### src/design/tmgr_pkg.sv
package tmgr_pkg;

	// Input transaction modes
	localparam logic [1:0] MODE_MARKUP = 2'd0;
	localparam logic [1:0] MODE_FONT   = 2'd1;
	localparam logic [1:0] MODE_BEGIN  = 2'd2;

	// Markup byte codes
	localparam logic [7:0] CODE_SPACE      = 8'h26;
	localparam logic [7:0] CODE_GLYPH_LAST = 8'h2A;
	localparam logic [7:0] CODE_COLOUR_LO  = 8'h40;
	localparam logic [7:0] CODE_COLOUR_HI  = 8'h4F;
	localparam logic [7:0] MARKER_LO       = 8'h28;
	localparam logic [7:0] MARKER_END      = 8'h78;

	// Screen margins
	localparam logic [11:0] LEFT_MARGIN = 12'd32;
	localparam logic [7:0]  TOP_MARGIN  = 8'd4;

	// Queue geometry
	localparam int QDEPTH = 4;
	localparam int QAW    = 2;

	// Row counter width, covers up to eight rows per glyph
	localparam int ROW_W = 3;

	// Queue command kinds
	localparam logic CMD_WRITE = 1'b0;
	localparam logic CMD_DRAW  = 1'b1;

	typedef struct packed {
		logic [1:0] mode;
		logic [7:0] byte_value;
		logic [8:0] font_index;
	} cmd_t;

	typedef struct packed {
		logic [15:0] pixel_offset;
		logic [7:0]  pixel_mask;
		logic [3:0]  ink_colour;
		logic        last_row;
	} row_t;

	// Command passed from parser to renderer
	typedef struct packed {
		logic        kind;
		logic [8:0]  addr;
		logic [7:0]  data;
		logic [15:0] offset;
		logic [3:0]  colour;
	} qent_t;

	// Queue push side
	typedef struct packed {
		logic  push;
		qent_t ent;
	} qpush_t;

	// Queue head as seen by the renderer
	typedef struct packed {
		logic  valid;
		qent_t ent;
	} qhead_t;

	function automatic logic [3:0] attr_colour(input logic [7:0] a);
		attr_colour = {a[6], a[2:0]};
	endfunction

endpackage

### src/design/tmgr_front.sv
module tmgr_front #(
	parameter int GLYPH_COUNT = 43,
	parameter int GLYPH_ROWS  = 6,
	parameter int LINE_PITCH  = 320
) (
	input  logic           clk,
	input  logic           arst_n,
	input  logic           accept,
	input  tmgr_pkg::cmd_t cmd,
	output tmgr_pkg::qpush_t qp
);
	import tmgr_pkg::*;

	localparam logic [2:0] PH_SEEK    = 3'd0;
	localparam logic [2:0] PH_Y       = 3'd1;
	localparam logic [2:0] PH_ATTR    = 3'd2;
	localparam logic [2:0] PH_COUNT   = 3'd3;
	localparam logic [2:0] PH_PAYLOAD = 3'd4;

	localparam logic [8:0]  GC    = 9'(GLYPH_COUNT);
	localparam logic [9:0]  SS    = 10'(GLYPH_COUNT * GLYPH_ROWS);
	localparam logic [8:0]  ROWS9 = 9'(GLYPH_ROWS);
	localparam logic [15:0] PITCH = 16'(LINE_PITCH);

	logic [2:0]  phase_q, phase_d;
	logic [11:0] cell_x_q, cell_x_d;
	logic [15:0] ybase_q, ybase_d;
	logic [3:0]  colour_q, colour_d;
	logic [7:0]  left_q, left_d;
	logic [7:0]  b;
	logic [15:0] y16;
	logic        is_marker;

	assign b         = cmd.byte_value;
	assign y16       = {8'd0, b} + {8'd0, TOP_MARGIN} - 16'd5;
	assign is_marker = (b[2:0] == 3'd0) && (b >= MARKER_LO) && (b < MARKER_END);

	// Parser: next state and command to the renderer
	always_comb begin
		phase_d    = phase_q;
		cell_x_d   = cell_x_q;
		ybase_d    = ybase_q;
		colour_d   = colour_q;
		left_d     = left_q;
		qp.push    = 1'b0;
		qp.ent.kind   = CMD_DRAW;
		qp.ent.addr   = 9'({1'b0, b} * ROWS9);
		qp.ent.data   = b;
		qp.ent.offset = ybase_q + {4'd0, cell_x_q};
		qp.ent.colour = colour_q;
		if (accept) begin
			if (cmd.mode == MODE_FONT) begin
				qp.ent.kind = CMD_WRITE;
				qp.ent.addr = cmd.font_index;
				qp.push     = ({1'b0, cmd.font_index} < SS);
			end else if (cmd.mode == MODE_BEGIN) begin
				phase_d = PH_SEEK;
				left_d  = 8'd0;
			end else if (cmd.mode == MODE_MARKUP) begin
				unique case (phase_q)
					PH_SEEK: begin
						if (is_marker) begin
							cell_x_d = LEFT_MARGIN + {4'd0, b};
							phase_d  = PH_Y;
						end
					end
					PH_Y: begin
						// Row base of the glyph's first line, wraps at 16 bits
						ybase_d = 16'(y16 * PITCH);
						phase_d = PH_ATTR;
					end
					PH_ATTR: begin
						colour_d = attr_colour(b);
						phase_d  = PH_COUNT;
					end
					PH_COUNT: begin
						left_d  = b;
						phase_d = (b == 8'd0) ? PH_SEEK : PH_PAYLOAD;
					end
					PH_PAYLOAD: begin
						if (b == CODE_SPACE) begin
							cell_x_d = cell_x_q + 12'd8;
						end else if (b <= CODE_GLYPH_LAST) begin
							qp.push  = ({1'b0, b} < GC);
							cell_x_d = cell_x_q + 12'd8;
						end else if (b >= CODE_COLOUR_LO && b <= CODE_COLOUR_HI) begin
							colour_d = attr_colour(b);
						end else begin
							cell_x_d = cell_x_q + 12'd8;
						end
						left_d = left_q - 8'd1;
						if (left_q == 8'd1) begin
							phase_d = PH_SEEK;
						end
					end
					default: begin
						phase_d = PH_SEEK;
					end
				endcase
			end
		end
	end

	always_ff @(posedge clk or negedge arst_n) begin
		if (!arst_n) begin
			phase_q  <= PH_SEEK;
			cell_x_q <= 12'd0;
			ybase_q  <= 16'd0;
			colour_q <= 4'd0;
			left_q   <= 8'd0;
		end else begin
			phase_q  <= phase_d;
			cell_x_q <= cell_x_d;
			ybase_q  <= ybase_d;
			colour_q <= colour_d;
			left_q   <= left_d;
		end
	end

endmodule

### src/design/tmgr_queue.sv
module tmgr_queue (
	input  logic             clk,
	input  logic             arst_n,
	input  tmgr_pkg::qpush_t qp,
	input  logic             pop,
	output tmgr_pkg::qhead_t head,
	output logic             full
);
	import tmgr_pkg::*;

	qent_t          mem_q [QDEPTH];
	logic [QAW-1:0] wr_ptr_q;
	logic [QAW-1:0] rd_ptr_q;
	logic [QAW:0]   count_q;
	logic           do_pop;

	assign full       = (count_q == (QAW+1)'(QDEPTH));
	assign head.valid = (count_q != '0);
	assign head.ent   = mem_q[rd_ptr_q];
	assign do_pop     = pop && head.valid;

	// Entry storage
	always_ff @(posedge clk) begin
		if (qp.push) begin
			mem_q[wr_ptr_q] <= qp.ent;
		end
	end

	// Pointers and fill count
	always_ff @(posedge clk or negedge arst_n) begin
		if (!arst_n) begin
			wr_ptr_q <= '0;
			rd_ptr_q <= '0;
			count_q  <= '0;
		end else begin
			if (qp.push) begin
				wr_ptr_q <= wr_ptr_q + 1'b1;
			end
			if (do_pop) begin
				rd_ptr_q <= rd_ptr_q + 1'b1;
			end
			if (qp.push && !do_pop) begin
				count_q <= count_q + 1'b1;
			end else if (!qp.push && do_pop) begin
				count_q <= count_q - 1'b1;
			end
		end
	end

endmodule

### src/design/tmgr_back.sv
module tmgr_back #(
	parameter int GLYPH_COUNT = 43,
	parameter int GLYPH_ROWS  = 6,
	parameter int LINE_PITCH  = 320
) (
	input  logic             clk,
	input  logic             arst_n,
	input  tmgr_pkg::qhead_t head,
	output logic             pop,
	output logic             wr_valid,
	input  logic             wr_stall,
	output tmgr_pkg::row_t   wr
);
	import tmgr_pkg::*;

	localparam int          STORE = GLYPH_COUNT * GLYPH_ROWS;
	localparam int          AW    = (STORE > 1) ? $clog2(STORE) : 1;
	localparam logic [15:0] PITCH = 16'(LINE_PITCH);
	localparam logic [ROW_W-1:0] LAST_ROW = ROW_W'(GLYPH_ROWS - 1);

	logic [7:0]       store_q [STORE];
	logic [ROW_W-1:0] row_q;
	logic [15:0]      off_q;
	logic [15:0]      cur_off;
	logic [8:0]       rd_addr;
	logic             is_last;
	logic             do_write;
	logic             issue;

	logic             valid_s1;
	logic [7:0]       mask_s1;
	logic [15:0]      off_s1;
	logic [3:0]       colour_s1;
	logic             last_s1;

	logic             out_valid_q;
	row_t             out_q;
	logic             out_ready;
	logic             s1_move;
	logic             s1_free;

	// Handshake between read stage and output register
	assign out_ready = !out_valid_q || !wr_stall;
	assign s1_move   = valid_s1 && out_ready;
	assign s1_free   = !valid_s1 || s1_move;

	// Command decode at queue head
	assign do_write = head.valid && (head.ent.kind == CMD_WRITE);
	assign issue    = head.valid && (head.ent.kind == CMD_DRAW) && s1_free;
	assign is_last  = (row_q == LAST_ROW);
	assign cur_off  = (row_q == '0) ? head.ent.offset : off_q;
	assign rd_addr  = head.ent.addr + 9'(row_q);
	assign pop      = do_write || (issue && is_last);

	// Font store, one write or one read per cycle
	always_ff @(posedge clk) begin
		if (do_write) begin
			store_q[head.ent.addr[AW-1:0]] <= head.ent.data;
		end
		if (issue) begin
			mask_s1 <= store_q[rd_addr[AW-1:0]];
		end
	end

	// Row sequencer and read stage metadata
	always_ff @(posedge clk) begin
		if (issue) begin
			off_q     <= cur_off + PITCH;
			off_s1    <= cur_off;
			colour_s1 <= head.ent.colour;
			last_s1   <= is_last;
		end
		if (s1_move) begin
			out_q.pixel_offset <= off_s1;
			out_q.pixel_mask   <= mask_s1;
			out_q.ink_colour   <= colour_s1;
			out_q.last_row     <= last_s1;
		end
	end

	always_ff @(posedge clk or negedge arst_n) begin
		if (!arst_n) begin
			row_q       <= '0;
			valid_s1    <= 1'b0;
			out_valid_q <= 1'b0;
		end else begin
			if (issue) begin
				row_q <= is_last ? '0 : row_q + 1'b1;
			end
			if (issue) begin
				valid_s1 <= 1'b1;
			end else if (s1_move) begin
				valid_s1 <= 1'b0;
			end
			if (s1_move) begin
				out_valid_q <= 1'b1;
			end else if (!wr_stall) begin
				out_valid_q <= 1'b0;
			end
		end
	end

	assign wr_valid = out_valid_q;
	assign wr       = out_q;

endmodule

### src/design/text_markup_glyph_renderer_core.sv
// Markup glyph renderer.
// The cmd channel takes one transaction per cycle when not stalled:
// markup bytes (mode 0), font store writes (mode 1) and buffer restarts
// (mode 2). A parser front end decodes records and pushes font writes
// and glyph draws into a four-entry queue; cmd_stall is high while that
// queue is full. The wr channel gives framebuffer row writes: offset,
// 8-pixel mask, colour, and last_row on the final row of each glyph.
// The renderer writes a queued font write into the font store as it pops
// it, and reads a drawn glyph as GLYPH_ROWS rows through the single read
// port of the font store, one row per cycle while the read stage is free.
// A glyph's first row goes from the queue through the read stage and the
// output register before it is valid on wr.
// Reset clears the parser state, the queue pointers, the row counter and
// the valid flags of the read stage and the output register; the font
// store keeps its contents and must be loaded before glyphs are drawn.
// While wr_stall is high the row write holds on wr; the renderer keeps
// one more row in its read stage and the queue keeps filling until full.
module text_markup_glyph_renderer_core #(
	parameter int GLYPH_COUNT = 43,
	parameter int GLYPH_ROWS  = 6,
	parameter int LINE_PITCH  = 320
) (
	input  logic           clk,
	input  logic           arst_n,
	input  logic           cmd_valid,
	output logic           cmd_stall,
	input  tmgr_pkg::cmd_t cmd,
	output logic           wr_valid,
	input  logic           wr_stall,
	output tmgr_pkg::row_t wr
);
	import tmgr_pkg::*;

	qpush_t qp;
	qhead_t head;
	logic   pop;
	logic   full;
	logic   accept;

	assign cmd_stall = full;
	assign accept    = cmd_valid && !full;

	tmgr_front #(
		.GLYPH_COUNT(GLYPH_COUNT),
		.GLYPH_ROWS (GLYPH_ROWS),
		.LINE_PITCH (LINE_PITCH)
	) u_front (
		.clk   (clk),
		.arst_n(arst_n),
		.accept(accept),
		.cmd   (cmd),
		.qp    (qp)
	);

	tmgr_queue u_queue (
		.clk   (clk),
		.arst_n(arst_n),
		.qp    (qp),
		.pop   (pop),
		.head  (head),
		.full  (full)
	);

	tmgr_back #(
		.GLYPH_COUNT(GLYPH_COUNT),
		.GLYPH_ROWS (GLYPH_ROWS),
		.LINE_PITCH (LINE_PITCH)
	) u_back (
		.clk     (clk),
		.arst_n  (arst_n),
		.head    (head),
		.pop     (pop),
		.wr_valid(wr_valid),
		.wr_stall(wr_stall),
		.wr      (wr)
	);

endmodule
### config.mk
export PLATFORM = sky130hd
export DESIGN_NAME = text_markup_glyph_renderer_core
export DESIGN_NICKNAME = d
export VERILOG_FILES = /design/src/design/tmgr_pkg.sv /design/src/design/tmgr_front.sv /design/src/design/tmgr_queue.sv /design/src/design/tmgr_back.sv /design/src/design/text_markup_glyph_renderer_core.sv
export SDC_FILE = /design/constraint.sdc
export NUM_CORES = 2
export LEC_CHECK = 0
export ABC_CLOCK_PERIOD_IN_PS = 12000
export BUFFER_PORTS_ARGS = -buffer_cell sky130_fd_sc_hd__buf_4
export CELL_PAD_IN_SITES_DETAIL_PLACEMENT = 1
export CELL_PAD_IN_SITES_GLOBAL_PLACEMENT = 2
export CORE_AREA = 3 3 433 542
export CTS_CLUSTER_DIAMETER = 150
export DETAILED_ROUTE_END_ITERATION = 10
export DIE_AREA = 0 0 436 545
export MAX_ROUTING_LAYER = met4
export PLACE_DENSITY_LB_ADDON = 0.1
export SLEW_MARGIN = 10
export SYNTH_ARGS = -nofsm -noshare
export SYNTH_HDL_FRONTEND = slang
export SYNTH_SLANG_ARGS = --single-unit
### constraint.sdc
create_clock -name clk -period 12 [get_ports clk]
set_input_delay 2.4 -clock clk [delete_from_list [all_inputs] [get_ports clk]]
set_output_delay 2.4 -clock clk [all_outputs]
set_load 0.02 [all_outputs]
==> out/summary.md <==
• **worst path arrival time** 6.94 ns
• **deepest clock path buffer count** 4
• **cell family contributing the most delay on the critical path** multiplexers
• **Setup Fix Bufs, Post-CTS** 0
• **Post-Syn Nets** 4303
• **Routed wire per std cell** 32.4 µm
• **number of flops mapped to enable cells by yosys** 2284
• **largest net degree at the start of global routing** 183
• **mean post-synth cell area** 21.8 µm²
• **clock buffer count from CTS** 237
• **count of mapped cells out of synthesis** 4218
• **overall routed net length** 248000 µm
• **most frequent cells in the layout** 2284 x edfxtp_1, 653 x mux4_2, 303 x nor2_1
• **antenna violations before repair** 9
• **critical path's largest stage delay** 0.85 ns
• **worst path bufs/invs** 2
• **number of filler instances in the final layout** 21000
• **number of clock sinks** 2333
• **number of logic stages on the critical path including buffering** 10
• **1st-pass router iterations** 6
• **core area** 230000 µm²
• **Top Ports** 54
• **HPWL after detailed placement** 148000 µm
• **Worst path most repeated cell** mux4_2
• **maximum fanout count along the critical path** 65
• **Final Critical Period** 6.29 ns
• **fraction of registers with async set or reset after synthesis** 2.10%
• **final setup violation count** 0
• **clock tree from TritonCTS** done
• **critical-path cell with the highest stage delay** buf_4
• **overall overflow remaining after global route** 0
• **cells along the critical path** mux4_2 -> ha_4 -> fa_4 -> buf_4 -> buf_4 -> mux4_2 -> mux4_2 -> a22oi_1 -> a32oi_1 -> a311o_1
• **starting density of the core** 39.9%
• **final layout net count** 4471
• **count of buffers inserted at the top-level ports** 53
• **CP Data Required Time** 12.65 ns
• **fin crit share** 52.4%
• **CTS-repair resized insts** 0
• **Die ar.** 238000 µm²
• **worst r2r path cells** 10
• **Die H** 545 µm
• **hold path cells** 0
• **hold bufs inserted after CTS** 0
• **crit path launch type** flip-flop
• **CTS H-tree lvls** 4
• **clock tree skew after final layout** 0.0467 ns
• **worst max-slew margin expressed relative to the limit** 17.0%
• **main flop type after synthesis** edfxtp_1
• **overall global routing resource usage** 21.5%
• **result of the run** completed
• **horizontal extent of the die** 436 µm
• **DRT iter0 DRCs** 3861
• **number of vias per cell after detailed routing** 5.60
• **number of rows in the core area** 197
• **kind of path behind the tightest hold check** reg2reg
• **area growth from synthesis to layout** 12.9%
• **global-route wire length before repair** 356000 µm
• **warnings from Yosys** 0
• **Final Hold Vio Count** 0
• **cell area after synthesis** 91900 µm²
• **Final Max Slew Viols** 0
• **pin slew with the least headroom to its limit** 1.24 ns
• **fraction of the yosys area taken by sequential cells** 76.0%
• **worst slack, placed** 5.65 ns
• **DRC Markers** 0
• **via count of the first global-routing pass** 46200
• **post-CTS clock slew at the launch and capture registers of the worst setup and hold paths** 0.06 ns
• **f_max** 159 MHz
• **flop and latch count out of synthesis** 2333
• **setup tns final** 0 ns
• **count of distinct cell types in the synthesized netlist** 62
• **kind of end point of the critical path** flip-flop
• **Critical Setup Path Class** reg2reg
• **global placement routability congestion** 0.767
• **minimum setup slack in the final design** 5.71 ns
• **Skew-Pair Late Insertion Delay** 0.92 ns
• **most common cell after layout, fill and taps aside** edfxtp_1
• **Antenna Violating Nets Remaining** 0
• **max_cap viols** 0
• **clock root cell** clkbuf_16
• **RSZ-0062 raised after global routing** no
• **fraction of layout instances using a drive strength above 1** 26.4%
• **total via count in the routed design** 42900
synthesized netlist by cell type (9+ instances only):
library cell | n | area share [%]
and2_1 | 9 | 0.061
nand4_1 | 10 | 0.068
dfrtp_1 | 49 | 1.3
a31oi_1 | 12 | 0.082
ha_1 | 57 | 0.78
o21ai_0 | 39 | 0.21
edfxtp_1 | 2284 | 75
nor2_1 | 304 | 1.2
a22o_1 | 12 | 0.11
xor2_1 | 15 | 0.14
a21oi_1 | 46 | 0.25
a21o_1 | 19 | 0.16
and3_1 | 11 | 0.075
o2111ai_1 | 9 | 0.086
inv_1 | 46 | 0.19
clkbuf_1 | 117 | 0.48
nor3_1 | 25 | 0.14
buf_2 | 86 | 0.47
mux2i_1 | 86 | 0.94
xnor2_1 | 39 | 0.37
mux4_2 | 661 | 16
nand2_1 | 129 | 0.53
mux2_2 | 24 | 0.29
nand3_1 | 24 | 0.13
through the flow:
step                cells  cell area [µm²]  util [%]  hold WS (ns)
detailed placement   7231            96200      41.8         0.407
CTS                  7665           104000      45.1         0.422
floorplan            4218            91900         -         0.400
global placement     7231            96200      41.8         0.404
global route         7666           104000      45.1         0.436
finish               7666           104000      45.1         0.420
worst paths after layout:
check,slack [ns],end,from
min in group asynchronous,1.55,u_front.colour_q[3]$_DFFE_PN0P_,arst_n
max reg2reg,5.71,u_back.mask_s1[6]$_DFFE_PP_,u_queue.rd_ptr_q[0]$_DFFE_PN0P_
max,5.71,u_back.mask_s1[6]$_DFFE_PP_,u_queue.rd_ptr_q[0]$_DFFE_PN0P_
max in group asynchronous,9.82,u_queue.rd_ptr_q[1]$_DFFE_PN0P_,arst_n
min,0.42,u_back.wr[1]$_DFFE_PP_,u_back.colour_s1[0]$_DFFE_PP_
min reg2reg,0.42,u_back.wr[1]$_DFFE_PP_,u_back.colour_s1[0]$_DFFE_PP_
state kept, by name, summed over array words and instances (netlist names):
name              flops
u_back.store_q     2064
u_queue.mem_q       152
u_back.wr            29
u_back.off_q         16
u_front.cell_x_q     12
u_back.off_s1        10
u_front.ybase_q      10
u_back.mask_s1        8
u_front.left_q        8
u_back.colour_s1      4
u_front.colour_q      4
u_back.row_q          3
u_front.phase_q       3
u_queue.count_q       3
u_queue.rd_ptr_q      2
u_queue.wr_ptr_q      2
u_back.last_s1        1
u_back.valid_s1       1
u_back.wr_valid       1
layout make-up:
type	count	area, µm²	share of cell area [%]
Multi-Input combinational cell	1621	21100	20.4
Tap cell	3084	3860	3.72
Antenna cell	1	2.50	0.00241
Clock buffer	294	6240	6.01
Sequential cell	2333	69800	67.3
Clock inverter	140	1340	1.29
Timing Repair Buffer	147	1240	1.20
Inverter	46	173	0.166
per-layer routing:
| layer | global-route usage [%] | up-vias | part of all wire [%] |
|---|---|---|---|
| li1 | - | 17900 | - |
| met1 | 28.1 | 23700 | 42 |
| met2 | 36.1 | 965 | 51 |
| met3 | 2.77 | 331 | 4.1 |
| met4 | 5.48 | 0 | 2.5 |
| met5 | - | - | 0 |
logic make-up (layout without fill, tap and decap cells):
kind of cell | count (synthesis) | count (layout) | synth area share (%)
XOR/XNOR | 54 | 54 | 0.515
adder cells (fa/ha/maj) | 62 | 62 | 0.885
AO/OA/AOI/OAI | 186 | 186 | 1.34
AND/OR/NAND/NOR | 544 | 544 | 2.50
other | 0 | 1 | 0
buffers and inverters | 264 | 627 | 1.25
flip-flops | 2333 | 2333 | 76.0
multiplexers | 775 | 775 | 17.5
Power is not shown: default switching activity piles up to over one toggle a cycle in this logic, so the estimate is an artifact.
